$ cat src/csort_pkg.sv
package csort_pkg;

   // Field widths fixed by the word format
   localparam int KEY_W   = 7;
   localparam int COUNT_W = 7;

   // Shared adder operations
   typedef logic [1:0] alu_op_type;
   localparam alu_op_type ALU_INC = 2'd0;
   localparam alu_op_type ALU_ADD = 2'd1;
   localparam alu_op_type ALU_DEC = 2'd2;

   typedef struct packed {
      alu_op_type         op;
      logic [COUNT_W-1:0] a;
      logic [COUNT_W-1:0] b;
   } alu_req_type;

endpackage

$ cat src/csort_ram.sv
module csort_ram #(
   parameter int DEPTH = 64,
   parameter int WIDTH = 7,
   localparam int AW = $clog2(DEPTH)
) (
   input  logic             clock,
   input  logic             we,
   input  logic [AW-1:0]    waddr,
   input  logic [WIDTH-1:0] wdata,
   input  logic             re,
   input  logic [AW-1:0]    raddr,
   output logic [WIDTH-1:0] rdata
);

   logic [WIDTH-1:0] mem [DEPTH];
   logic [WIDTH-1:0] rdata_ff;

   always_ff @(posedge clock) begin
      if (we) begin
         mem[waddr] <= wdata;
      end
   end

   // Registered read; hold the last word while idle
   always_ff @(posedge clock) begin
      if (re) begin
         rdata_ff <= mem[raddr];
      end
   end

   assign rdata = rdata_ff;

endmodule

$ cat src/csort_alu.sv
module csort_alu (
   input  csort_pkg::alu_req_type            req,
   output logic [csort_pkg::COUNT_W-1:0]     result
);
   import csort_pkg::*;

   always_comb begin
      case (req.op)
         ALU_INC: result = req.a + COUNT_W'(1);
         ALU_ADD: result = req.a + req.b;
         ALU_DEC: result = req.a - COUNT_W'(1);
         default: result = req.a;
      endcase
   end

endmodule

$ cat src/counting_sort_engine_top.sv
// A key is accepted, then its count is updated (S_INC); busy is high during the update.
// After the set-end key of a non-empty set: one count pass, then each held key is fetched,
// its running sum fetched and the key placed; then one result per cycle, the first result
// the cycle after emit starts. Then a clear pass runs before the next key is taken.
// Reset (synchronous, active high) starts the same clear pass; busy stays high through it.
// The receiver cannot stall: each result is shown for exactly one cycle on rsp_valid.
module counting_sort_engine_top #(
   parameter int NUM_KEYS  = 128,
   parameter int MAX_ITEMS = 64
) (
   input  logic                          clock,
   input  logic                          reset,
   input  logic                          start,
   output logic                          busy,
   input  logic [csort_pkg::KEY_W-1:0]   req_key_value,
   input  logic                          req_set_end,
   output logic                          rsp_valid,
   output logic [csort_pkg::KEY_W-1:0]   rsp_sorted_key,
   output logic                          rsp_final_key,
   output logic                          rsp_overflow_seen
);
   import csort_pkg::*;

   // Keys are only 7 bits wide, so at most 128 count entries can ever be touched
   localparam int CNT_DEPTH = (NUM_KEYS < 128) ? NUM_KEYS : 128;
   localparam int CA_W      = $clog2(CNT_DEPTH);
   localparam int PTR_W     = CA_W + 1;
   localparam int IDX_W     = $clog2(MAX_ITEMS);
   localparam int CNT_W     = $clog2(MAX_ITEMS + 1);

   // Sequencer states
   localparam logic [2:0] S_CLEAR = 3'd0;  // zero the count table, one entry a cycle
   localparam logic [2:0] S_IDLE  = 3'd1;  // wait for a key word
   localparam logic [2:0] S_INC   = 3'd2;  // write back count + 1
   localparam logic [2:0] S_PSUM  = 3'd3;  // running sums over the count table
   localparam logic [2:0] S_PKEY  = 3'd4;  // fetch held key
   localparam logic [2:0] S_PCNT  = 3'd5;  // fetch its running sum
   localparam logic [2:0] S_PWR   = 3'd6;  // lower sum, place key
   localparam logic [2:0] S_EMIT  = 3'd7;  // read sorted keys out in order

   logic [2:0]         state_ff, state_in;
   logic [PTR_W-1:0]   ptr_ff, ptr_in;
   logic               pend_ff, pend_in;
   logic [CA_W-1:0]    waddr_ff, waddr_in;
   logic [COUNT_W-1:0] acc_ff, acc_in;
   logic [CNT_W-1:0]   held_ff, held_in;
   logic               drop_ff, drop_in;
   logic               last_ff, last_in;
   logic               take_ff, take_in;
   logic [KEY_W-1:0]   key_ff, key_in;
   logic [CNT_W-1:0]   walk_ff, walk_in;
   logic               valid_ff, valid_in;
   logic               final_ff, final_in;
   logic               ovf_ff, ovf_in;

   // Memory ports
   logic               cnt_we, cnt_re;
   logic [CA_W-1:0]    cnt_waddr, cnt_raddr;
   logic [COUNT_W-1:0] cnt_wdata, cnt_rdata;
   logic               held_we, held_re;
   logic [IDX_W-1:0]   held_waddr, held_raddr;
   logic [KEY_W-1:0]   held_rdata;
   logic               sort_we, sort_re;
   logic [IDX_W-1:0]   sort_waddr, sort_raddr;
   logic [KEY_W-1:0]   sort_rdata;

   alu_req_type        alu_req;
   logic [COUNT_W-1:0] alu_result;

   logic               accept;
   logic               key_ok;
   logic               room;
   logic               issue;
   logic [CNT_W-1:0]   walk_dec;
   logic [CNT_W-1:0]   walk_inc;

   assign busy     = (state_ff != S_IDLE);
   assign accept   = start && !busy;
   assign key_ok   = (32'(req_key_value) < NUM_KEYS);
   assign room     = (held_ff < CNT_W'(MAX_ITEMS));
   assign issue    = (ptr_ff < PTR_W'(CNT_DEPTH));
   assign walk_dec = walk_ff - CNT_W'(1);
   assign walk_inc = walk_ff + CNT_W'(1);

   csort_ram #(.DEPTH(CNT_DEPTH), .WIDTH(COUNT_W)) u_count_ram (
      .clock (clock),
      .we    (cnt_we),
      .waddr (cnt_waddr),
      .wdata (cnt_wdata),
      .re    (cnt_re),
      .raddr (cnt_raddr),
      .rdata (cnt_rdata)
   );

   csort_ram #(.DEPTH(MAX_ITEMS), .WIDTH(KEY_W)) u_held_ram (
      .clock (clock),
      .we    (held_we),
      .waddr (held_waddr),
      .wdata (req_key_value),
      .re    (held_re),
      .raddr (held_raddr),
      .rdata (held_rdata)
   );

   csort_ram #(.DEPTH(MAX_ITEMS), .WIDTH(KEY_W)) u_sorted_ram (
      .clock (clock),
      .we    (sort_we),
      .waddr (sort_waddr),
      .wdata (key_ff),
      .re    (sort_re),
      .raddr (sort_raddr),
      .rdata (sort_rdata)
   );

   // One adder serves increment, running sum and decrement
   csort_alu u_alu (
      .req    (alu_req),
      .result (alu_result)
   );

   always_comb begin
      state_in  = state_ff;
      ptr_in    = ptr_ff;
      pend_in   = 1'b0;
      waddr_in  = waddr_ff;
      acc_in    = acc_ff;
      held_in   = held_ff;
      drop_in   = drop_ff;
      last_in   = last_ff;
      take_in   = take_ff;
      key_in    = key_ff;
      walk_in   = walk_ff;
      valid_in  = 1'b0;
      final_in  = 1'b0;
      ovf_in    = ovf_ff;

      cnt_we     = 1'b0;
      cnt_waddr  = key_ff[CA_W-1:0];
      cnt_wdata  = alu_result;
      cnt_re     = 1'b0;
      cnt_raddr  = req_key_value[CA_W-1:0];
      held_we    = 1'b0;
      held_waddr = held_ff[IDX_W-1:0];
      held_re    = 1'b0;
      held_raddr = walk_dec[IDX_W-1:0];
      sort_we    = 1'b0;
      sort_waddr = alu_result[IDX_W-1:0];
      sort_re    = 1'b0;
      sort_raddr = walk_ff[IDX_W-1:0];

      alu_req.op = ALU_INC;
      alu_req.a  = cnt_rdata;
      alu_req.b  = acc_ff;

      case (state_ff)
         S_CLEAR: begin
            // Drop the previous set: zero one count entry per cycle
            cnt_we    = 1'b1;
            cnt_waddr = ptr_ff[CA_W-1:0];
            cnt_wdata = '0;
            ptr_in    = ptr_ff + PTR_W'(1);
            held_in   = '0;
            drop_in   = 1'b0;
            if (ptr_ff == PTR_W'(CNT_DEPTH - 1)) begin
               state_in = S_IDLE;
            end
         end
         S_IDLE: begin
            if (accept) begin
               // Store the key and start the count read; out-of-range keys are ignored
               take_in = key_ok && room;
               last_in = req_set_end;
               key_in  = req_key_value;
               cnt_re  = 1'b1;
               if (key_ok && room) begin
                  held_we = 1'b1;
                  held_in = held_ff + CNT_W'(1);
               end
               if (key_ok && !room) begin
                  drop_in = 1'b1;
               end
               state_in = S_INC;
            end
         end
         S_INC: begin
            if (take_ff) begin
               cnt_we = 1'b1;
            end
            if (!last_ff) begin
               state_in = S_IDLE;
            end else if (held_ff == '0) begin
               // Empty set: no results, just clear
               ptr_in   = '0;
               state_in = S_CLEAR;
            end else begin
               ptr_in   = '0;
               acc_in   = '0;
               state_in = S_PSUM;
            end
         end
         S_PSUM: begin
            // Read entry k while entry k-1 gets its running sum
            cnt_re    = issue;
            cnt_raddr = ptr_ff[CA_W-1:0];
            waddr_in  = ptr_ff[CA_W-1:0];
            pend_in   = issue;
            if (issue) begin
               ptr_in = ptr_ff + PTR_W'(1);
            end
            alu_req.op = ALU_ADD;
            alu_req.a  = acc_ff;
            alu_req.b  = cnt_rdata;
            if (pend_ff) begin
               acc_in    = alu_result;
               cnt_we    = 1'b1;
               cnt_waddr = waddr_ff;
            end
            if (!issue) begin
               walk_in  = held_ff;
               state_in = S_PKEY;
            end
         end
         S_PKEY: begin
            // Walk held keys from last to first
            held_re  = 1'b1;
            state_in = S_PCNT;
         end
         S_PCNT: begin
            cnt_re    = 1'b1;
            cnt_raddr = held_rdata[CA_W-1:0];
            key_in    = held_rdata;
            state_in  = S_PWR;
         end
         S_PWR: begin
            // Slot is just below the running sum; lower the sum
            alu_req.op = ALU_DEC;
            alu_req.a  = cnt_rdata;
            cnt_we     = 1'b1;
            if (32'(alu_result) < MAX_ITEMS) begin
               sort_we = 1'b1;
            end
            walk_in = walk_dec;
            if (walk_ff == CNT_W'(1)) begin
               walk_in  = '0;
               state_in = S_EMIT;
            end else begin
               state_in = S_PKEY;
            end
         end
         S_EMIT: begin
            // Read one sorted word per cycle; the strobe lines up with the read data
            sort_re  = 1'b1;
            valid_in = 1'b1;
            final_in = (walk_inc == held_ff);
            ovf_in   = drop_ff;
            walk_in  = walk_inc;
            if (walk_inc == held_ff) begin
               ptr_in   = '0;
               state_in = S_CLEAR;
            end
         end
         default: begin
            ptr_in   = '0;
            state_in = S_CLEAR;
         end
      endcase
   end

   always_ff @(posedge clock) begin
      if (reset) begin
         state_ff <= S_CLEAR;
         ptr_ff   <= '0;
         pend_ff  <= 1'b0;
         held_ff  <= '0;
         drop_ff  <= 1'b0;
         valid_ff <= 1'b0;
         final_ff <= 1'b0;
         ovf_ff   <= 1'b0;
      end else begin
         state_ff <= state_in;
         ptr_ff   <= ptr_in;
         pend_ff  <= pend_in;
         held_ff  <= held_in;
         drop_ff  <= drop_in;
         valid_ff <= valid_in;
         final_ff <= final_in;
         ovf_ff   <= ovf_in;
      end
   end

   // Payload and working registers need no reset
   always_ff @(posedge clock) begin
      waddr_ff <= waddr_in;
      acc_ff   <= acc_in;
      last_ff  <= last_in;
      take_ff  <= take_in;
      key_ff   <= key_in;
      walk_ff  <= walk_in;
   end

   assign rsp_valid         = valid_ff;
   assign rsp_sorted_key    = sort_rdata;
   assign rsp_final_key     = final_ff;
   assign rsp_overflow_seen = ovf_ff;

endmodule

$ cat config.mk
export PLATFORM = sky130hd
export DESIGN_NAME = counting_sort_engine_top
export DESIGN_NICKNAME = d
export VERILOG_FILES = /design/src/csort_pkg.sv /design/src/csort_ram.sv /design/src/csort_alu.sv /design/src/counting_sort_engine_top.sv
export SDC_FILE = /design/constraint.sdc
export NUM_CORES = 2
export LEC_CHECK = 0
export ABC_AREA = 1
export BUFFER_PORTS_ARGS = -buffer_cell sky130_fd_sc_hd__buf_4
export CAP_MARGIN = 10
export CORE_AREA = 5 5 384 386
export DETAILED_ROUTE_END_ITERATION = 16
export DIE_AREA = 0 0 389 391
export HOLD_SLACK_MARGIN = 0.06
export MAX_ROUTING_LAYER = met4
export PLACE_DENSITY = 0.82
export SLEW_MARGIN = 25
export SYNTH_ARGS = -nofsm -noshare
export SYNTH_HDL_FRONTEND = slang
export SYNTH_HIERARCHICAL = 1
export SYNTH_SLANG_ARGS = --single-unit
export TNS_END_PERCENT = 5
$ cat constraint.sdc
create_clock -name clock -period 6.65 [get_ports clock]
set_clock_uncertainty 0.1 [all_clocks]
set_input_delay 0.9975 -clock clock [delete_from_list [all_inputs] [get_ports clock]]
set_output_delay 0.9975 -clock clock [all_outputs]
set_load 0.01 [all_outputs]
### Word level (Yosys, flattened, before mapping)

Memory sizes are Yosys's and may differ from the RTL's. A register that Yosys moved wholly into a read port is not among the register bits.
Cells that the tools add are included.

* add/sub/neg operators: 7
* multiply operators: 0
* div/mod/pow operators: 0
* $lt $le $gt $ge: 3
* equal/unequal tests: 23
* shift operators: 0
* mux-type cells: 52
* bitwise operators: 2
* reduce and logical (&&, ||, !) cells: 21

Operator list (count)
* 7-bit two-way mux: 11
* 7-bit one-hot mux with 2 select lines: 5
* 7-bit one-hot mux with 3 select lines: 2
* 8-bit one-hot mux with 4 select lines: 1
* 8-bit two-way mux: 3
* 3-bit one-hot mux with 8 select lines: 1
* 7-bit by 1-bit adder with 7-bit output, second input constant: 3
* 2-bit != test, second input constant: 10
* 1-bit two-way mux: 18
* 9-bit one-hot mux with 2 select lines: 1
* 7-bit less-than comparator, second input constant: 2
* 7-bit by 1-bit subtractor with 7-bit output, second input constant: 2
* 3-bit equality test, second input constant: 4
* 3-bit two-way mux: 4
* 4-bit AND reduction: 3
* 8-bit by 1-bit adder with 8-bit output, second input constant: 1
* 8-bit by 7-bit equality test with 1-bit output, second input constant: 1
* 8-bit less-than comparator, second input constant: 1
* 7-bit adder: 1
* 7-bit by 1-bit equality test with 1-bit output, second input constant: 1
* 7-bit equality test: 1
* 7-bit logical NOT: 1
* 3-bit by 2-bit equality test with 1-bit output, second input constant: 2
* 2-bit two-way mux: 3
* other kinds (17): 26

* register bits: 53
* bits in latches: 0
* bits in writable memories: 1792
* ROM bits: 0
* bits of input ports: 11
* output and inout bits: 11
* memories: 3

Memories
* u_count_ram.mem: words 128, bits a word 7, rd ports 1, clocked after Yosys merged registers in 1, write ports 1, line csort_ram.sv:15 `logic [WIDTH-1:0] mem [DEPTH];`
* u_held_ram.mem: words 64, bits a word 7, rd ports 1, clocked after Yosys merged registers in 1, write ports 1, line csort_ram.sv:15
* u_sorted_ram.mem: words 64, bits a word 7, rd ports 1, clocked after Yosys merged registers in 1, write ports 1, line csort_ram.sv:15

### Depth between registers and ports, before layout

* depth in word-level cells: 9
* gate-level depth with buffers: 27

### Modules after synthesis

The synthesis kept the hierarchy.

Modules (own cells, without submodules)
* csort_ram at u_held_ram ...: instances 2, cells each 1590, area each 18615.4 µm²
* csort_ram at u_count_ram: instances 1, cells each 3152, area each 37161.9 µm²
* counting_sort_engine_top: instances 1, cells each 448, area each 3273.1 µm²
* csort_alu: instances 1, cells each 103, area each 569.3 µm²

### Worst setup path before layout

Ideal clock, no wire load.

* kind: register to register
* start point: register state_ff[1]
* end point: memory u_count_ram.mem[0][5] (data pin)
* data arrival time: 5.926 ns
* required time: 5.754 ns
* path slack: -0.172 ns
* stages on the path, launching flop included: 20
* path buffers: 1
* period minus slack after synthesis: 6.822 ns
* path through: dfxtp_1 -> nand2_1 -> nor2_2 -> inv_2 -> clkbuf_1 -> o21ai_0 -> inv_2 -> ha_1 -> inv_1 -> nor2_1 -> o21ai_1 -> nand2_1 -> ha_1 -> a21o_1 -> nand2_1 -> nand3_1 -> xnor2_1 -> o21ai_1 -> inv_1 -> nor2_1

RTL lines
* start: declaration: line counting_sort_engine_top.sv:41 `logic [2:0] state_ff, state_in;`
* start signal: assignment: line counting_sort_engine_top.sv:280 `state_ff <= state_in;`
* end: declaration: line csort_ram.sv:15

### Final worst setup path

* start point: register state_ff[1]
* end point: register u_count_ram.rdata_ff[5], in the netlist u_count_ram/rdata[5], read port of u_count_ram.mem (data pin)

* elaborated cells between the ends (all ways): 9
* classes of those cells: eq/ne: 4; mux: 3; reduce/logical: 2

RTL lines
* 3-bit equality test / 3-bit by 2-bit equality test with 1-bit output (equally long branches): line counting_sort_engine_top.sv:155 `case (state_ff)`
* 7-bit one-hot mux with 2 select lines (*): line counting_sort_engine_top.sv:155
* via cnt_raddr[0]: line counting_sort_engine_top.sv:58 `logic [CA_W-1:0] cnt_waddr, cnt_raddr;`
* end: declaration: line csort_ram.sv:16 `logic [WIDTH-1:0] rdata_ff;`

Mark *: on every way through the listed nets, which the timed path passes. The rest lies on a longest branch.
A chain may end at the register's enable or synchronous reset.

==> impl_metrics.xml <==
<?xml version="1.0" encoding="UTF-8"?>
<metrics>
  <group name="synthesis">
    <metric name="syn-mean-instance-area" unit="sq um">11.37</metric>
    <metric name="yosysWarnings" unit="">6</metric>
    <metric name="syn-instance-count" unit="">6883</metric>
    <metric name="yosys-top-cells-count" unit="">2330 x sky130_fd_sc_hd__nand2_1, 1843 x sky130_fd_sc_hd__edfxtp_1, 1628 x sky130_fd_sc_hd__nand3_1</metric>
    <metric name="synth-async-reset-ratio" unit="%">0</metric>
    <metric name="synth.ff_latch_count" unit="">1866</metric>
    <metric name="number_of_nets_produced_by_synthesis" unit="">6911</metric>
    <metric name="post-synth-top-area-fraction" unit="%">70.74</metric>
    <metric name="number_of_enable_type_register_cells_in_the_synthesized_netlist" unit="">1843</metric>
    <metric name="synth.most_common_cell" unit="">sky130_fd_sc_hd__nand2_1</metric>
    <metric name="synth-main-ff-cell" unit="">sky130_fd_sc_hd__edfxtp_1</metric>
    <metric name="syn-cell-area" unit="sq um">78240</metric>
    <metric name="yosys.cell_types.count" unit="">45</metric>
    <metric name="synth_seq_area_share" unit="%">71.33</metric>
    <metric name="cell_accounting_for_the_most_synthesized_area" unit="">sky130_fd_sc_hd__edfxtp_1</metric>
    <metric name="synth.top_cells.by_area" unit="">sky130_fd_sc_hd__edfxtp_1 71%, sky130_fd_sc_hd__nand2_1 11%, sky130_fd_sc_hd__nand3_1 10%</metric>
  </group>
  <group name="worst_setup_path">
    <metric name="critical_path_buf_inv_count" unit="">4</metric>
    <metric name="cp_max_fo" unit="">156</metric>
    <metric name="cp-end-kind" unit="">flop</metric>
    <metric name="rr_startpoint" unit="">state_ff[1]</metric>
    <metric name="crit_path_start_kind" unit="">flop</metric>
    <metric name="cpMaxStageDelayCell" unit="">sky130_fd_sc_hd__o221ai_4</metric>
    <metric name="cp_data_required_time" unit="ps">7100</metric>
    <metric name="most_used_cell_cp" unit="">sky130_fd_sc_hd__nand2_1</metric>
    <metric name="critPathKind" unit="">flop to flop</metric>
    <metric name="cpLargestDelayFamily" unit="">simple AND/OR/NAND/NOR gates</metric>
    <metric name="arrival" unit="ps">5940</metric>
    <metric name="cp_cell_sequence" unit="">nand2_1 &gt; nor2_2 &gt; inv_2 &gt; buf_4 &gt; nand2_1 &gt; o221ai_4 &gt; clkinv_8 &gt; buf_12 &gt; nand2_1 &gt; nand3_1 &gt; nand3_1 &gt; nand3_1 &gt; nand2_1 &gt; nand2_1 &gt; nand3_1 &gt; nand2_1 &gt; nand2_1 &gt; nand2_1</metric>
    <metric name="cpPeakStageDelay" unit="ps">920</metric>
    <metric name="crit_path_start" unit="">state_ff[1]</metric>
  </group>
  <group name="floorplan">
    <metric name="start_util" unit="%">54.66</metric>
    <metric name="fp.dieH" unit="um">391</metric>
    <metric name="die-width" unit="um">389</metric>
    <metric name="ios" unit="">22</metric>
    <metric name="placeableCoreArea" unit="sq um">143100</metric>
    <metric name="floorplan.rows" unit="">139</metric>
    <metric name="die_area" unit="sq um">152100</metric>
  </group>
  <group name="global_routing">
    <metric name="grt_pass1_wl" unit="um">302500</metric>
    <metric name="largest_net_degree_at_the_start_of_global_routing" unit="">226</metric>
    <metric name="globalRouteOverflowTotal" unit="">0</metric>
    <metric name="grt_pass1_vias" unit="">52460</metric>
    <metric name="antenna_violations_before_repair" unit="">9</metric>
    <metric name="grt_util_all_layers" unit="%">26.27</metric>
  </group>
  <group name="drt">
    <metric name="detail_route.drc_violations" unit="">0</metric>
    <metric name="route.vias.total" unit="">54450</metric>
    <metric name="drt_pass1_iterations" unit="">9</metric>
    <metric name="drtIter0Drc" unit="">8290</metric>
    <metric name="wire_per_inst" unit="um">22.46</metric>
    <metric name="routed_wirelength" unit="um">198100</metric>
    <metric name="detail_route.vias_per_cell" unit="">6.175</metric>
    <metric name="ant_nets" unit="">0</metric>
  </group>
  <group name="clock_network">
    <metric name="buffer_count_from_post_cts_setup_fixing" unit="">0</metric>
    <metric name="clock_sinks" unit="">1866</metric>
    <metric name="cts_inserted_buffers" unit="">176</metric>
    <metric name="tritoncts_clock_tree" unit="">built</metric>
    <metric name="ctsResizeCount" unit="">0</metric>
    <metric name="clk_path_buf_depth" unit="">3</metric>
    <metric name="path_clk_slew" unit="ps">70</metric>
    <metric name="cts.hold.buffers_added" unit="">0</metric>
    <metric name="root_buffer" unit="">sky130_fd_sc_hd__clkbuf_16</metric>
    <metric name="clk_latency" unit="ps">820</metric>
    <metric name="htree_levels" unit="">4</metric>
  </group>
  <group name="timing">
    <metric name="timing_worst_slew_pin_value" unit="ps">1118</metric>
    <metric name="setup-violations-final" unit="">0</metric>
    <metric name="final-max-slew-violation-count" unit="">0</metric>
    <metric name="grt_setup_unrepaired" unit="">no</metric>
    <metric name="maxSlewHeadroom" unit="%">25.44</metric>
    <metric name="timing.fmax" unit="MHz">182.4</metric>
    <metric name="hold_viol" unit="">0</metric>
    <metric name="timing.final.ws_setup" unit="ps">1167</metric>
    <metric name="fin_crit_sh" unit="%">82.45</metric>
    <metric name="final.min_clock_period" unit="ps">5483</metric>
  </group>
  <group name="placement">
    <metric name="detailed_place_hpwl" unit="um">111500</metric>
    <metric name="finalWeightedCongestion" unit="">0.8987</metric>
    <metric name="place.port_buffers" unit="">21</metric>
    <metric name="pre_cts_slack" unit="ps">1242</metric>
  </group>
  <group name="finish">
    <metric name="final-seq-area" unit="sq um">55800</metric>
    <metric name="area_used_by_multi_input_combinational_logic" unit="sq um">19630</metric>
    <metric name="syn_to_final_growth" unit="%">8.767</metric>
    <metric name="layout-drive-gt1-share" unit="%">5.995</metric>
    <metric name="num-nets-final" unit="">6790</metric>
    <metric name="filler_cell_count" unit="">10460</metric>
    <metric name="utilization" unit="%">59.45</metric>
  </group>
  <group name="pwr">
    <metric name="p_per_area" unit="nW/um^2">371.1</metric>
    <metric name="power_leakage" unit="nW">30.39</metric>
    <metric name="max_rail_drop_vdd" unit="mV">0.3459</metric>
  </group>
  <group name="hold_path">
    <metric name="hp-class" unit="">input pin to flop</metric>
    <metric name="worst_hold_startpoint" unit="">reset</metric>
  </group>
  <group name="outcome">
    <metric name="outcome" unit="">completed</metric>
  </group>
  <group name="job">
    <metric name="maxCapViolCount" unit="">0</metric>
  </group>
</metrics>
flip-flops by register name, summed over array words and instances, names as in the netlist:
register,count
rsp_final_key,1
waddr_ff,7
u_held_ram/mem,448
u_sorted_ram/rdata,7
drop_ff,1
walk_ff,7
state_ff,3
acc_ff,7
key_ff,7
ptr_ff,8
rsp_valid,1
u_sorted_ram/mem,448
u_count_ram/rdata,7
held_ff,7
u_count_ram/mem,896
u_held_ram/rdata,7
take_ff,1
pend_ff,1
last_ff,1
rsp_overflow_seen,1
worst register-to-register path, cell delays in order (launching register included):
cell and delay (ps):
sky130_fd_sc_hd__dfxtp_1 370, sky130_fd_sc_hd__nand2_1 140, sky130_fd_sc_hd__nor2_2 60, sky130_fd_sc_hd__inv_2 130, sky130_fd_sc_hd__buf_4 380, sky130_fd_sc_hd__nand2_1 430
sky130_fd_sc_hd__o221ai_4 920, sky130_fd_sc_hd__clkinv_8 780, sky130_fd_sc_hd__buf_12 550, sky130_fd_sc_hd__nand2_1 390, sky130_fd_sc_hd__nand3_1 90, sky130_fd_sc_hd__nand3_1 180
sky130_fd_sc_hd__nand3_1 130, sky130_fd_sc_hd__nand2_1 160, sky130_fd_sc_hd__nand2_1 100, sky130_fd_sc_hd__nand3_1 130, sky130_fd_sc_hd__nand2_1 60, sky130_fd_sc_hd__nand2_1 50
sky130_fd_sc_hd__nand2_1 60
area by class of cell:
cell class,count,share of cell area (%)
well taps,1903,2.798
diodes,9,0.02647
multi-input cells,4469,23.07
inverters,137,0.6528
flip-flops and latches,1866,65.58
clock inverters,107,1.154
clock buffers,215,5.423
repair buffers,112,1.297
path summary, 6_finish.rpt:
kind / cells past startpoint / end / slack, ps
max reg2reg: 18 / u_count_ram/rdata[5] / 1170
max: 18 / u_count_ram/rdata[5] / 1170
min: 2 / ptr_ff[7] / 360
min reg2reg: 0 / waddr_ff[6] / 370
per-layer routing:
metal	GRT usage, %	up-vias	wire length, um
li1	-	23870	-
met1	33.60	26090	71580
met2	40.82	3807	93950
met3	5.471	679	23340
met4	12.12	0	9216
met5	-	-	0
cell usage in the layout, fill, tap and decap left out, types with 3 or more instances in the layout:
| master | Yosys | final |
|---|---|---|
| sky130_fd_sc_hd__nand2_1 | 2330 | 2328 |
| sky130_fd_sc_hd__edfxtp_1 | 1843 | 1843 |
| sky130_fd_sc_hd__nand3_1 | 1628 | 1628 |
| sky130_fd_sc_hd__nor2_1 | 304 | 297 |
| sky130_fd_sc_hd__clkbuf_16 | 0 | 179 |
| sky130_fd_sc_hd__inv_1 | 120 | 116 |
| sky130_fd_sc_hd__buf_4 | 67 | 91 |
| sky130_fd_sc_hd__clkinv_1 | 3 | 46 |
| sky130_fd_sc_hd__clkinv_2 | 0 | 36 |
| sky130_fd_sc_hd__clkbuf_1 | 71 | 36 |
| sky130_fd_sc_hd__o21ai_0 | 36 | 35 |
| sky130_fd_sc_hd__nand4_1 | 30 | 30 |
| sky130_fd_sc_hd__a21oi_1 | 24 | 24 |
| sky130_fd_sc_hd__dfxtp_1 | 23 | 23 |
| sky130_fd_sc_hd__ha_1 | 16 | 16 |
| sky130_fd_sc_hd__bufinv_16 | 0 | 15 |
| sky130_fd_sc_hd__buf_12 | 0 | 15 |
| sky130_fd_sc_hd__nor4_1 | 16 | 15 |
| sky130_fd_sc_hd__nor3_1 | 14 | 14 |
| sky130_fd_sc_hd__o21ai_1 | 9 | 10 |
| sky130_fd_sc_hd__diode_2 | 0 | 9 |
| sky130_fd_sc_hd__inv_2 | 10 | 9 |
| sky130_fd_sc_hd__o211ai_1 | 8 | 8 |
| sky130_fd_sc_hd__nand2_2 | 6 | 8 |
| sky130_fd_sc_hd__nor2_2 | 7 | 7 |
| sky130_fd_sc_hd__o221ai_1 | 12 | 7 |
| sky130_fd_sc_hd__nor2_4 | 0 | 7 |
| sky130_fd_sc_hd__inv_6 | 1 | 6 |
| sky130_fd_sc_hd__clkinv_8 | 0 | 6 |
| sky130_fd_sc_hd__xor2_1 | 7 | 5 |
| sky130_fd_sc_hd__o221ai_4 | 0 | 4 |
| sky130_fd_sc_hd__clkinvlp_4 | 0 | 4 |
| sky130_fd_sc_hd__buf_16 | 0 | 3 |
through the flow:
stage	TNS, ps	hold WS [ps]	cells	total power, W	instance area [sq um]
2_1_floorplan	-21730	330.9	6883	0.01913	78240
4_1_cts	0	311.8	8808	0.03138	85010
6_report	0	364.7	8818	0.03158	85090
5_1_grt	0	351.5	8817	0.03256	85090
3_3_place_gp	0	341.3	8483	0.02144	79340
3_5_place_dp	0	348.5	8486	0.02169	79420
cell families after synthesis:
group,Yosys count,synth area share (%)
compound gates,99,0.7565
xor+xnor,8,0.08956
fa+ha+maj,17,0.2815
buf+inv,548,3.813
flops,1866,71.33
simple gates,4345,23.73
report_power, final:
| part | total, W | internal (W) | switching (W) |
|---|---|---|---|
| sequential | 0.0149 | 0.0147 | 0.000155 |
| combinational | 0.00690 | 0.00139 | 0.00551 |
| clock | 0.00980 | 0.00552 | 0.00428 |
| total | 0.0316 | 0.0216 | 0.00994 |
(Power assumes the default switching activity.)
